### src/blehid_pkg.sv
// Shared types and constants for the BLE advertisement HID filter.
package blehid_pkg;

  localparam logic [15:0] HID_UUID_DEFAULT      = 16'h1812;
  localparam logic [15:0] KBD_APPEAR_DEFAULT    = 16'd961;
  localparam logic [7:0]  UUID_PART_TYPE_DEFAULT = 8'd2;
  localparam logic [7:0]  UUID_COMP_TYPE_DEFAULT = 8'd3;
  localparam logic [7:0]  APPEAR_TYPE_DEFAULT   = 8'd25;

  localparam int REG_INDEX_W = 3;
  localparam int REG_DATA_W  = 16;

  localparam logic [REG_INDEX_W-1:0] REG_SERVICE_UUID  = 3'd0;
  localparam logic [REG_INDEX_W-1:0] REG_KBD_APPEAR    = 3'd1;
  localparam logic [REG_INDEX_W-1:0] REG_UUID_PARTIAL  = 3'd2;
  localparam logic [REG_INDEX_W-1:0] REG_UUID_COMPLETE = 3'd3;
  localparam logic [REG_INDEX_W-1:0] REG_APPEAR_TYPE   = 3'd4;

  typedef enum logic [1:0] {
    PH_LENGTH,
    PH_TYPE,
    PH_PAYLOAD,
    PH_STOPPED
  } phase_t;

  typedef struct packed {
    logic [15:0] service_uuid;
    logic [15:0] keyboard_appearance;
    logic [7:0]  uuid_partial_type;
    logic [7:0]  uuid_complete_type;
    logic [7:0]  appearance_type;
  } cfg_t;

  typedef struct packed {
    logic        hid_found;
    logic [15:0] appearance;
    logic        is_keyboard;
    logic        accept;
    logic        truncated;
  } result_t;

endpackage

### src/blehid_in_stage.sv
// Input register stage: holds one byte item until the parser takes it.
module blehid_in_stage (
  input  logic       clk,
  input  logic       rst,
  input  logic       in_valid,
  output logic       in_stall,
  input  logic [7:0] data_byte,
  input  logic       last_byte,
  input  logic       slot_free,
  output logic       take,
  output logic [7:0] byte_q,
  output logic       last_q
);

  logic valid_q;

  // A non-final byte never waits; the final byte waits for the result slot.
  assign take     = valid_q && (!last_q || slot_free);
  assign in_stall = valid_q && !take;

  always_ff @(posedge clk) begin
    if (rst) begin
      valid_q <= 1'b0;
    end else if (!in_stall) begin
      valid_q <= in_valid;
    end
  end

  always_ff @(posedge clk) begin
    if (!in_stall && in_valid) begin
      byte_q <= data_byte;
      last_q <= last_byte;
    end
  end

endmodule

### src/blehid_parser.sv
// Length-type-value walker: one byte per cycle when take is high, result on the final byte.
module blehid_parser (
  input  logic                 clk,
  input  logic                 rst,
  input  blehid_pkg::cfg_t     cfg,
  input  logic                 take,
  input  logic [7:0]           byte_q,
  input  logic                 last_q,
  output logic                 res_valid,
  output blehid_pkg::result_t  res
);
  import blehid_pkg::*;

  phase_t      phase, phase_next;
  logic [7:0]  bytes_left, bytes_left_next;
  logic        kind_uuid, kind_uuid_next;
  logic        kind_app, kind_app_next;
  logic [1:0]  pos_cnt, pos_cnt_next;     // saturates at 2
  logic        pos_odd, pos_odd_next;
  logic [7:0]  low_hold, low_hold_next;
  logic        match_pend, match_pend_next;
  logic [15:0] field_app, field_app_next;
  logic        hid_seen, hid_seen_next;
  logic        app_seen, app_seen_next;
  logic [15:0] app_val, app_val_next;

  // values after this byte, before the end-of-advertisement clear
  phase_t      ph_n;
  logic        hid_n;
  logic        aseen_n;
  logic [15:0] aval_n;

  always_comb begin
    logic [7:0] left_dec;
    logic       fin;
    logic       ku;
    logic       ka;
    logic       mp;
    logic [15:0] fa;

    left_dec = 8'(bytes_left - 8'd1);
    fin      = 1'b0;
    ku       = kind_uuid;
    ka       = kind_app;
    mp       = match_pend;
    fa       = field_app;

    phase_next      = phase;
    bytes_left_next = bytes_left;
    kind_uuid_next  = kind_uuid;
    kind_app_next   = kind_app;
    pos_cnt_next    = pos_cnt;
    pos_odd_next    = pos_odd;
    low_hold_next   = low_hold;
    match_pend_next = match_pend;
    field_app_next  = field_app;
    hid_seen_next   = hid_seen;
    app_seen_next   = app_seen;
    app_val_next    = app_val;

    if (take) begin
      unique case (phase)
        PH_LENGTH: begin
          if (byte_q == 8'd0) begin
            phase_next = PH_STOPPED;
          end else begin
            bytes_left_next = byte_q;
            phase_next      = PH_TYPE;
          end
        end
        PH_TYPE: begin
          ku = (byte_q == cfg.uuid_partial_type) || (byte_q == cfg.uuid_complete_type);
          ka = (byte_q == cfg.appearance_type) && (bytes_left >= 8'd3);
          kind_uuid_next  = ku;
          kind_app_next   = ka;
          bytes_left_next = left_dec;
          pos_cnt_next    = 2'd0;
          pos_odd_next    = 1'b0;
          if (left_dec == 8'd0) begin
            fin = 1'b1;
          end else begin
            phase_next = PH_PAYLOAD;
          end
        end
        PH_PAYLOAD: begin
          if (kind_uuid) begin
            if (!pos_odd) begin
              low_hold_next = byte_q;
            end else if ({byte_q, low_hold} == cfg.service_uuid) begin
              mp = 1'b1;
            end
          end
          if (kind_app) begin
            if (pos_cnt == 2'd0) begin
              fa = {8'd0, byte_q};
            end else if (pos_cnt == 2'd1) begin
              fa = {byte_q, field_app[7:0]};
            end
          end
          match_pend_next = mp;
          field_app_next  = fa;
          pos_odd_next    = !pos_odd;
          pos_cnt_next    = (pos_cnt == 2'd2) ? pos_cnt : 2'(pos_cnt + 2'd1);
          bytes_left_next = left_dec;
          if (left_dec == 8'd0) begin
            fin = 1'b1;
          end
        end
        PH_STOPPED: begin
        end
        default: begin
        end
      endcase

      if (fin) begin
        if (mp) begin
          hid_seen_next = 1'b1;
        end
        if (ka && !app_seen) begin
          app_seen_next = 1'b1;
          app_val_next  = fa;
        end
        phase_next      = PH_LENGTH;
        bytes_left_next = 8'd0;
        kind_uuid_next  = 1'b0;
        kind_app_next   = 1'b0;
        pos_cnt_next    = 2'd0;
        pos_odd_next    = 1'b0;
        low_hold_next   = 8'd0;
        match_pend_next = 1'b0;
        field_app_next  = 16'd0;
      end
    end

    ph_n    = phase_next;
    hid_n   = hid_seen_next;
    aseen_n = app_seen_next;
    aval_n  = app_val_next;

    // final byte: all parse state goes back to reset; the *_n values above keep the result
    if (take && last_q) begin
      phase_next      = PH_LENGTH;
      bytes_left_next = 8'd0;
      kind_uuid_next  = 1'b0;
      kind_app_next   = 1'b0;
      pos_cnt_next    = 2'd0;
      pos_odd_next    = 1'b0;
      low_hold_next   = 8'd0;
      match_pend_next = 1'b0;
      field_app_next  = 16'd0;
      hid_seen_next   = 1'b0;
      app_seen_next   = 1'b0;
      app_val_next    = 16'd0;
    end
  end

  always_comb begin
    logic [15:0] app;
    logic        kb;
    app             = aseen_n ? aval_n : 16'd0;
    kb              = (app == cfg.keyboard_appearance);
    res_valid       = take && last_q;
    res.hid_found   = hid_n;
    res.appearance  = app;
    res.is_keyboard = kb;
    res.accept      = hid_n || kb;
    res.truncated   = (ph_n == PH_TYPE) || (ph_n == PH_PAYLOAD);
  end

  always_ff @(posedge clk) begin
    if (rst) begin
      phase      <= PH_LENGTH;
      bytes_left <= 8'd0;
      kind_uuid  <= 1'b0;
      kind_app   <= 1'b0;
      pos_cnt    <= 2'd0;
      pos_odd    <= 1'b0;
      low_hold   <= 8'd0;
      match_pend <= 1'b0;
      field_app  <= 16'd0;
      hid_seen   <= 1'b0;
      app_seen   <= 1'b0;
      app_val    <= 16'd0;
    end else begin
      phase      <= phase_next;
      bytes_left <= bytes_left_next;
      kind_uuid  <= kind_uuid_next;
      kind_app   <= kind_app_next;
      pos_cnt    <= pos_cnt_next;
      pos_odd    <= pos_odd_next;
      low_hold   <= low_hold_next;
      match_pend <= match_pend_next;
      field_app  <= field_app_next;
      hid_seen   <= hid_seen_next;
      app_seen   <= app_seen_next;
      app_val    <= app_val_next;
    end
  end

`ifndef SYNTH
  a_clear_after_result: assert property (@(posedge clk) disable iff (rst)
    res_valid |=> (phase == PH_LENGTH) && !hid_seen && !app_seen && !match_pend)
    else $error("parse state not cleared after result");

  a_payload_has_bytes: assert property (@(posedge clk) disable iff (rst)
    (phase == PH_PAYLOAD) |-> (bytes_left != 8'd0))
    else $error("payload phase with no bytes left");

  a_appearance_gated: assert property (@(posedge clk) disable iff (rst)
    !app_seen |-> (app_val == 16'd0))
    else $error("appearance value set without appearance seen");
`endif

endmodule

### src/blehid_out_stage.sv
// Result register: holds one result item until the receiver takes it.
module blehid_out_stage (
  input  logic                clk,
  input  logic                rst,
  input  logic                res_valid,
  input  blehid_pkg::result_t res,
  input  logic                out_stall,
  output logic                out_valid,
  output blehid_pkg::result_t res_q,
  output logic                slot_free
);

  assign slot_free = !out_valid || !out_stall;

  always_ff @(posedge clk) begin
    if (rst) begin
      out_valid <= 1'b0;
    end else if (slot_free) begin
      out_valid <= res_valid;
    end
  end

  always_ff @(posedge clk) begin
    if (slot_free && res_valid) begin
      res_q <= res;
    end
  end

endmodule

### src/ble_adv_hid_filter_top.sv
// BLE advertisement HID filter: top level with configuration registers.
//
// Input channel (in_valid / in_stall): one advertisement byte per item,
// advertising data then scan response, last_byte high on the final byte.
// Output channel (out_valid / out_stall): one result item per advertisement,
// showing whether a UUID list held service_uuid, the first appearance
// value, whether it is a keyboard, the accept decision and a truncation flag.
// Throughput: one byte per cycle; an input register feeds a combinational
// parse step whose result lands in an output register.
// The result is written into the output register when the parser takes the final byte.
// Only the final byte can be held back: while the result register is full
// and stalled it waits in the input register, and in_stall rises.
// Non-final bytes keep flowing while a result waits.
// Configuration: wr_en writes wr_data to register wr_index (0 service UUID,
// 1 keyboard appearance, 2/3 partial/complete UUID list type, 4 appearance
// type); other indexes are ignored. Write only while the block is idle.
// Reset (rst, synchronous) clears all parse state and the channel valids and
// loads the register defaults (HID service UUID, keyboard appearance).
module ble_adv_hid_filter_top (
  input  logic                               clk,
  input  logic                               rst,
  input  logic                               in_valid,
  output logic                               in_stall,
  input  logic [7:0]                         data_byte,
  input  logic                               last_byte,
  output logic                               out_valid,
  input  logic                               out_stall,
  output logic                               hid_found,
  output logic [15:0]                        appearance,
  output logic                               is_keyboard,
  output logic                               accept,
  output logic                               truncated,
  input  logic                               wr_en,
  input  logic [blehid_pkg::REG_INDEX_W-1:0] wr_index,
  input  logic [blehid_pkg::REG_DATA_W-1:0]  wr_data
);
  import blehid_pkg::*;

  cfg_t       cfg;
  logic       slot_free;
  logic       take;
  logic [7:0] byte_q;
  logic       last_q;
  logic       res_valid;
  result_t    res;
  result_t    res_q;

  always_ff @(posedge clk) begin
    if (rst) begin
      cfg.service_uuid        <= HID_UUID_DEFAULT;
      cfg.keyboard_appearance <= KBD_APPEAR_DEFAULT;
      cfg.uuid_partial_type   <= UUID_PART_TYPE_DEFAULT;
      cfg.uuid_complete_type  <= UUID_COMP_TYPE_DEFAULT;
      cfg.appearance_type     <= APPEAR_TYPE_DEFAULT;
    end else if (wr_en) begin
      unique case (wr_index)
        REG_SERVICE_UUID:  cfg.service_uuid        <= wr_data;
        REG_KBD_APPEAR:    cfg.keyboard_appearance <= wr_data;
        REG_UUID_PARTIAL:  cfg.uuid_partial_type   <= wr_data[7:0];
        REG_UUID_COMPLETE: cfg.uuid_complete_type  <= wr_data[7:0];
        REG_APPEAR_TYPE:   cfg.appearance_type     <= wr_data[7:0];
        default: begin
        end
      endcase
    end
  end

  blehid_in_stage u_in (
    .clk       (clk),
    .rst       (rst),
    .in_valid  (in_valid),
    .in_stall  (in_stall),
    .data_byte (data_byte),
    .last_byte (last_byte),
    .slot_free (slot_free),
    .take      (take),
    .byte_q    (byte_q),
    .last_q    (last_q)
  );

  blehid_parser u_parser (
    .clk       (clk),
    .rst       (rst),
    .cfg       (cfg),
    .take      (take),
    .byte_q    (byte_q),
    .last_q    (last_q),
    .res_valid (res_valid),
    .res       (res)
  );

  blehid_out_stage u_out (
    .clk       (clk),
    .rst       (rst),
    .res_valid (res_valid),
    .res       (res),
    .out_stall (out_stall),
    .out_valid (out_valid),
    .res_q     (res_q),
    .slot_free (slot_free)
  );

  assign hid_found   = res_q.hid_found;
  assign appearance  = res_q.appearance;
  assign is_keyboard = res_q.is_keyboard;
  assign accept      = res_q.accept;
  assign truncated   = res_q.truncated;

endmodule
### config.mk
export PLATFORM = sky130hd
export DESIGN_NAME = ble_adv_hid_filter_top
export DESIGN_NICKNAME = d
export VERILOG_FILES = /design/src/blehid_pkg.sv /design/src/blehid_in_stage.sv /design/src/blehid_parser.sv /design/src/blehid_out_stage.sv /design/src/ble_adv_hid_filter_top.sv
export SDC_FILE = /design/constraint.sdc
export NUM_CORES = 1
export LEC_CHECK = 0
export BUFFER_PORTS_ARGS = -buffer_cell sky130_fd_sc_hd__buf_2
export CAP_MARGIN = 20
export CORE_ASPECT_RATIO = 1.5
export CORE_MARGIN = 2
export CORE_UTILIZATION = 50
export CTS_CLUSTER_DIAMETER = 40
export DETAILED_ROUTE_END_ITERATION = 6
export GPL_ROUTABILITY_DRIVEN = 0
export GPL_TIMING_DRIVEN = 0
export HOLD_SLACK_MARGIN = 0.1
export PLACE_DENSITY = 0.68
export RECOVER_POWER = 50
export REMOVE_ABC_BUFFERS = 1
export SETUP_SLACK_MARGIN = 0.05
export SYNTH_ARGS = -nofsm -noshare
export SYNTH_HDL_FRONTEND = slang
export SYNTH_SLANG_ARGS = --single-unit
### constraint.sdc
create_clock -name clk -period 3.9 [get_ports clk]
set_input_delay 0.585 -clock clk [delete_from_list [all_inputs] [get_ports clk]]
set_output_delay 0.585 -clock clk [all_outputs]
set_load 0.05 [all_outputs]
==> impl_metrics.ini, run 1 <==
[clocking]
path_clk_slew_ns = 0.06
postCtsHoldBufs = 0
cts-buffers-inserted = 17
clk_path_buf_depth = 2
ctsHtreeMaxLevel = 4
root_buffer = clkbuf_16
post_cts_buffers = 0
clk_latency_ns = 0.43
cts.sinks = 145
cts_tree = yes
cts_repair_resize_count = 0

[yosys]
synth_edf_count = 29
synth_adder_area_share_pct = 2.04
synth_top_family_by_area = simple AND/OR/NAND/NOR gates
synthFlopType = dfxtp_1
synth_cells = 766
synth_xor_xnor_area_share_pct = 7.40
synth_mux_area_share_pct = 1.33
yosys.area_share.simple_pct = 22.0
synth_cell_types = 56
seq_area_frac_synth_pct = 47.3
ys_ff_latch = 145
synth_warnings = 0
netlist_area_um2 = 6750
async_flop_share_pct = 0
avgSynthCellArea_um2 = 8.81
synth-compound-area-share_pct = 16.2

[cells_and_area]
area_growth_pct = 13.6
final_common_cell = nand2_1
layout-drive-gt1-share_pct = 8.81
design_area_um2 = 7670
final_cell_mix = nand2_1 (158), dfxtp_1 (116), a21oi_1 (61)
finalNetCount = 837
antenna_cells = 0
nFillCells = 1178

[timing]
min_period_ns = 3.09
finalSetupViolations = 0
rsz0062_at_grt = no
fmax_mhz = 324
slew_viol_final = 60
tightest_slew_ns = 2.35
min_period_over_period_pct = 79.2
finClkSkew_ns = 0.00953
slew_headroom_pct = -56.4
final_hold_viol_count = 0

[setup_path]
crit_arrival_ns = 3.37
worstSetupPathType = reg2reg
cpMostUsedCell = nand3_1
cp-start-kind = register
path_delay_family = simple AND/OR/NAND/NOR gates
path_cells = inv_1 > ha_1 > nand3_1 > mux2i_1 > o22ai_1 > or3_1 > nor4_2 > o221ai_1 > nand3_1
cp_max_fo = 10
path_buf_inv = 1
critPathRequiredTime_ns = 4.18
cpPeakStageDelay_ns = 0.53
slowest_stage = mux2i_1
worst_setup_path_end_kind = register

[detailed_routing]
via_count = 5643
via_per_inst = 5.83
first_pass_iters = 5
drc = 0
wirelength_um = 17200
drt_iter0_drc = 312
ant_nets = 0
wl_per_cell_um = 17.8

[floorplan]
initial_core_util_pct = 50.6
core_um2 = 13300
dieWidth_um = 98.9
die_area_um2 = 14500
die_y_um = 146
ios = 55
rows = 52

[global_routing]
grt_pass1_vias = 5464
track_usage_pct = 24.4
antenna_found_initial = 0
overflow = 0
grt_pass1_wl_um = 27900
grt_max_degree = 60

[outcome]
violations = capacitance limit, slew limit
status = finished with violations

[placed_design]
placed_cell_area_um2 = 7080
port_buffers = 54
hpwl_um = 11800

[power_and_ir_drop]
p_leak_nw = 2.70
power_density_nw_per_um2 = 462
power_mw = 3.54
ir_worst_vdd_mv = 0.329

[run]
drv_cap = 1

[hold_path]
worst_hold_path_type = in2reg
==> final timing paths <==
path,start,to,slack [ns],depth (start not counted)
setup / recovery,u_parser.phase[0],u_out.res_q[1],0.81,9
hold / removal,last_byte,u_in.last_q,0.33,1
setup reg to reg,u_parser.phase[0],u_out.res_q[1],0.81,9
hold reg to reg,u_parser.field_app[10],u_parser.field_app[10],0.46,2
==> logic make-up (layout without fill, tap and decap cells) <==
logic type,count (synthesis),after routing
AND/OR/NAND/NOR,320,320
buffers and inverters,58,98
adder cells (fa/ha/maj),11,11
flip-flops,145,145
multiplexers,9,9
AO/OA/AOI/OAI,166,166
XOR/XNOR,57,57
==> worst reg2reg max path, delay by kind of cell (launching register included) <==
| kind | cells | cell delay [ns] |
|---|---|---|
| simple gates | 4 | 1.28 |
| mux | 1 | 0.54 |
| flops | 1 | 0.34 |
| fa+ha+maj | 1 | 0.33 |
| compound gates | 2 | 0.33 |
| buf+inv | 1 | 0.12 |
==> metrics by stage <==
stage	util [%]	setup TNS [ns]	cells	hold WS [ns]	setup slack, ns
after floorplan	-	0	717	0.432	0.543
after global placement	52.5	-8.63	933	0.440	-0.590
after detailed placement	53.1	0	936	0.451	0.841
after CTS	57.7	0	968	0.326	0.793
after global routing	57.5	0	968	0.320	0.604
final	57.5	0	968	0.333	0.813
==> cells in the mapped netlist (13+ instances only) <==
library cell    n  area [µm²]
nand3_1        14        70.1
a21oi_1        61         305
nand3b_1       17         128
nand2_1       158         593
edfxtp_1       29         871
dfxtp_1       116        2320
clkbuf_1       30         113
buf_2          14        70.1
o31ai_1        13        97.6
nand4_1        13        81.3
nor2_1         57         214
a211oi_1       21         158
xnor2_1        49         429
a22oi_1        31         233
==> flip-flops by register name, summed over array words and instances (netlist names) <==
signal / count
u_parser.field_app: 16
u_parser.hid_seen: 1
u_parser.match_pend: 1
u_parser.bytes_left: 8
u_in.last_q: 1
u_parser.pos_odd: 1
u_parser.app_val: 16
u_parser.low_hold: 8
u_in.byte_q: 8
u_parser.app_seen: 1
u_parser.kind_app: 1
cfg: 56
u_out.out_valid: 1
u_parser.pos_cnt: 2
u_out.res_q: 20
u_parser.phase: 2
u_in.valid_q: 1
u_parser.kind_uuid: 1
==> area by class of cell <==
cell class              instances  area [µm²]  share of cell area, %
flip-flops and latches        145        3190                   41.6
clock inverters                 8         125                   1.63
clock buffers                  24         494                   6.44
well taps                     162         203                   2.64
inverters                       9        33.8                  0.440
multi-input cells             563        3320                   43.2
repair buffers                 57         305                   3.98
==> routing by layer <==
layer | share of wire [%] | vias to the layer above | global-route usage, %
li1 | - | 2757 | -
met1 | 39 | 2669 | 27.9
met2 | 52 | 181 | 42.9
met3 | 5.2 | 36 | 5.03
met4 | 3.4 | 0 | 11.6
met5 | 0 | - | 0
==> where the power goes <==
part | switching, mW | internal [mW] | total, mW
Combinational | 0.138 | 0.0801 | 0.218
Sequential | 0.0529 | 1.56 | 1.61
Clock | 0.625 | 1.08 | 1.71
Power figures use the tool's default switching activity.
==> inputs of run 2 (changes only) <==
- ABC_AREA: unset -> 1
- clock period: 3.9 -> 2.9 ns (I/O delays scaled with it)
==> run 2 against run 1 <==
Effect of this change:
- the run now ends clean
- design area rose by 6.9%
- flip-flop and latch count did not move
- clock power rose by 20%
- non-clock buffer count rose by 34
- first-iteration DRC count rose by 29%
==> impl_metrics.ini, run 2 <==
[placed_design]
port_buffers = 54
hpwl_um = 11600

[detailed_routing]
first_pass_iters = 5
via_per_inst = 5.35
via_count = 6227
wirelength_um = 18700
drt_iter0_drc = 403
ant_nets = 0
drc = 0
wl_per_cell_um = 16.1

[floorplan]
initial_core_util_pct = 51.2
dieWidth_um = 99.9
ios = 55
core_um2 = 13500
die_y_um = 148
die_area_um2 = 14800
rows = 52

[yosys]
synth_cells = 918
synth.area.top_cells = dfxtp_1 (34%), edfxtp_1 (13%), nand2_1 (12%), inv_1 (5.7%), nor2_1 (5.5%)
seq_area_frac_synth_pct = 46.3
synth_top_family_by_area = simple AND/OR/NAND/NOR gates
yosysTopAreaCellShare_pct = 33.7
yosysMostFrequentCell = nand2_1
synth_edf_count = 29
yosys.area_share.simple_pct = 24.5
synth_adder_area_share_pct = 1.99
synth_cell_types = 42
yosysTopAreaCell = dfxtp_1
avgSynthCellArea_um2 = 7.52
synth_xor_xnor_area_share_pct = 3.68
synth-compound-area-share_pct = 14.4
netlist_area_um2 = 6900
synth_warnings = 0
ys_ff_latch = 145
async_flop_share_pct = 0
synthFlopType = dfxtp_1
synth_commonest_cells = nand2_1 (220), dfxtp_1 (116), inv_1 (105)
synth_mux_area_share_pct = 0.145

[global_routing]
track_usage_pct = 25.7
grt_pass1_wl_um = 29200
antenna_found_initial = 0
grt_pass1_vias = 5774
grt_max_degree = 59
overflow = 0

[cells_and_area]
top_regs = cfg (56), u_out.res_q (20)
layout-drive-gt1-share_pct = 16.2
regMostFlops = cfg
largest_register_ffs = 56
final_cell_mix = nand2_1 (208), dfxtp_1 (111), inv_1 (97)
area_growth_pct = 18.8
antenna_cells = 0
finalNetCount = 1032
final_common_cell = nand2_1
postLayoutCoreUtil_pct = 60.9

[clocking]
cts_tree = yes
postCtsHoldBufs = 0
root_buffer = clkbuf_16
path_clk_slew_ns = 0.06
ctsHtreeMaxLevel = 4
clk_path_buf_depth = 2
cts-buffers-inserted = 17
clk_latency_ns = 0.42
cts.sinks = 145

[timing]
fmax_mhz = 364
min_period_ns = 2.75
finalSetupTns_ns = 0
tightest_slew_ns = 0.950
slew_viol_final = 0
slew_headroom_pct = 36.6
finalSetupViolations = 0
final_hold_viol_count = 0
finClkSkew_ns = 0.00773
rsz0062_at_grt = yes
min_period_over_period_pct = 94.7

[power_and_ir_drop]
power_density_nw_per_um2 = 568
ir_worst_vdd_mv = 0.413
p_leak_nw = 3.66

[setup_path]
slowest_stage = dfxtp_2
path_cells = inv_2 > ha_4 > nand2_1 > nand2_1 > nand2_2 > nor2_2 > nand2_2 > nor2_4 > nand3_4 > nor2_4 > nand2_1 > nand2_2 > nand2_1 > nand2_1 > nand2_1 > nor2_4 > nand2_1 > nor2_2 > nand2_1 > nand2_1
cp-start-kind = register
crit_arrival_ns = 3.04
cp_max_fo = 8
critPathRequiredTime_ns = 3.19
cpMostUsedCell = nand2_1
cpPeakStageDelay_ns = 0.33
worst_setup_path_end_kind = register
worstSetupPathType = reg2reg

[hold_path]
worst_hold_path_type = in2reg

[outcome]
status = complete, no violations

[run]
drv_cap = 0
-- run 2: cell count changes in the layout (fill, tap and decap cells not counted), sizes merged, moves of 11 or more --
cell    before  now
inv          9  111
nor2        57  107
o31ai       13    0
nand2      158  220
nor2b       11    0
buf         35   66
a211oi      21    2
o211ai       1   16
o21ai       10   75
xnor2       49   22
a22oi       31    0
nand3       14   43
nand3b      17    5
-- run 2: metal layers --
| metal | share of wire (%) | vias up | GRT usage [%] | wire, µm |
|---|---|---|---|---|
| li1 | - | 3110 | - | - |
| met1 | 39 | 2845 | 29.1 | 7220 |
| met2 | 51 | 224 | 44.8 | 9520 |
| met3 | 6.4 | 48 | 5.67 | 1200 |
| met4 | 4.0 | 0 | 13.4 | 754 |
| met5 | 0 | - | 0 | 0 |
-- run 2: final timing paths --
check | depth (start not counted) | start | endpoint | slack (ns)
max | 20 | u_parser.bytes_left[1] | u_out.res_q[1] | 0.15
min reg2reg | 2 | u_parser.field_app[12] | u_parser.field_app[12] | 0.46
min | 1 | data_byte[6] | u_in.byte_q[6] | 0.19
max reg2reg | 20 | u_parser.bytes_left[1] | u_out.res_q[1] | 0.15
-- run 2: area by class of cell --
cell class	instances	area [µm²]
clock buffer	22	475
clock inverter	10	77.6
fill	1239	5270
inverter	112	429
multi-input combinational	621	3230
sequential	145	3200
tap	162	203
timing repair buffer	91	577
-- run 2: repair_timing --
item | CTS | global route
hold endpoints to repair | 0 | 0
gates resized for setup | 17 | 39
pin swaps | 3 | 19
buffers inserted | 20 | 14
setup endpoints to repair | 66 | 4
cloned | 2 | 0
-- run 2: where the power goes --
part           internal, mW  leakage [nW]  switching (mW)
sequential             2.11          1.22          0.0403
combinational         0.151          2.18           0.306
clock                  1.17         0.262           0.879
total                  3.43          3.66            1.23
-- run 2: per-stage QoR --
stage	std cells	instance area [µm²]	hold WS (ns)	power (mW)	setup slack, ns
floorplan	876	6700	0.437	2.45	-0.0331
global placement	1092	7170	0.447	2.58	-1.57
finish	1163	8200	0.189	4.66	0.154
global route	1163	8200	0.173	4.82	-0.0165
CTS	1148	8020	0.180	4.64	0.0403
detailed placement	1094	7230	0.454	2.59	-1.53
-- run 2: worst max-delay path: cells and delay by family (launching register included) --
kind,cells,cell delay (ns)
adder cells (fa/ha/maj),1,0.17
buffers and inverters,1,0.09
flip-flops,1,0.33
AND/OR/NAND/NOR,18,2.01
-- run 2: cell families after synthesis --
family | after synthesis
multiplexers | 1
XOR/XNOR | 29
AO/OA/AOI/OAI | 178
flip-flops | 145
adder cells (fa/ha/maj) | 11
AND/OR/NAND/NOR | 400
buffers and inverters | 154
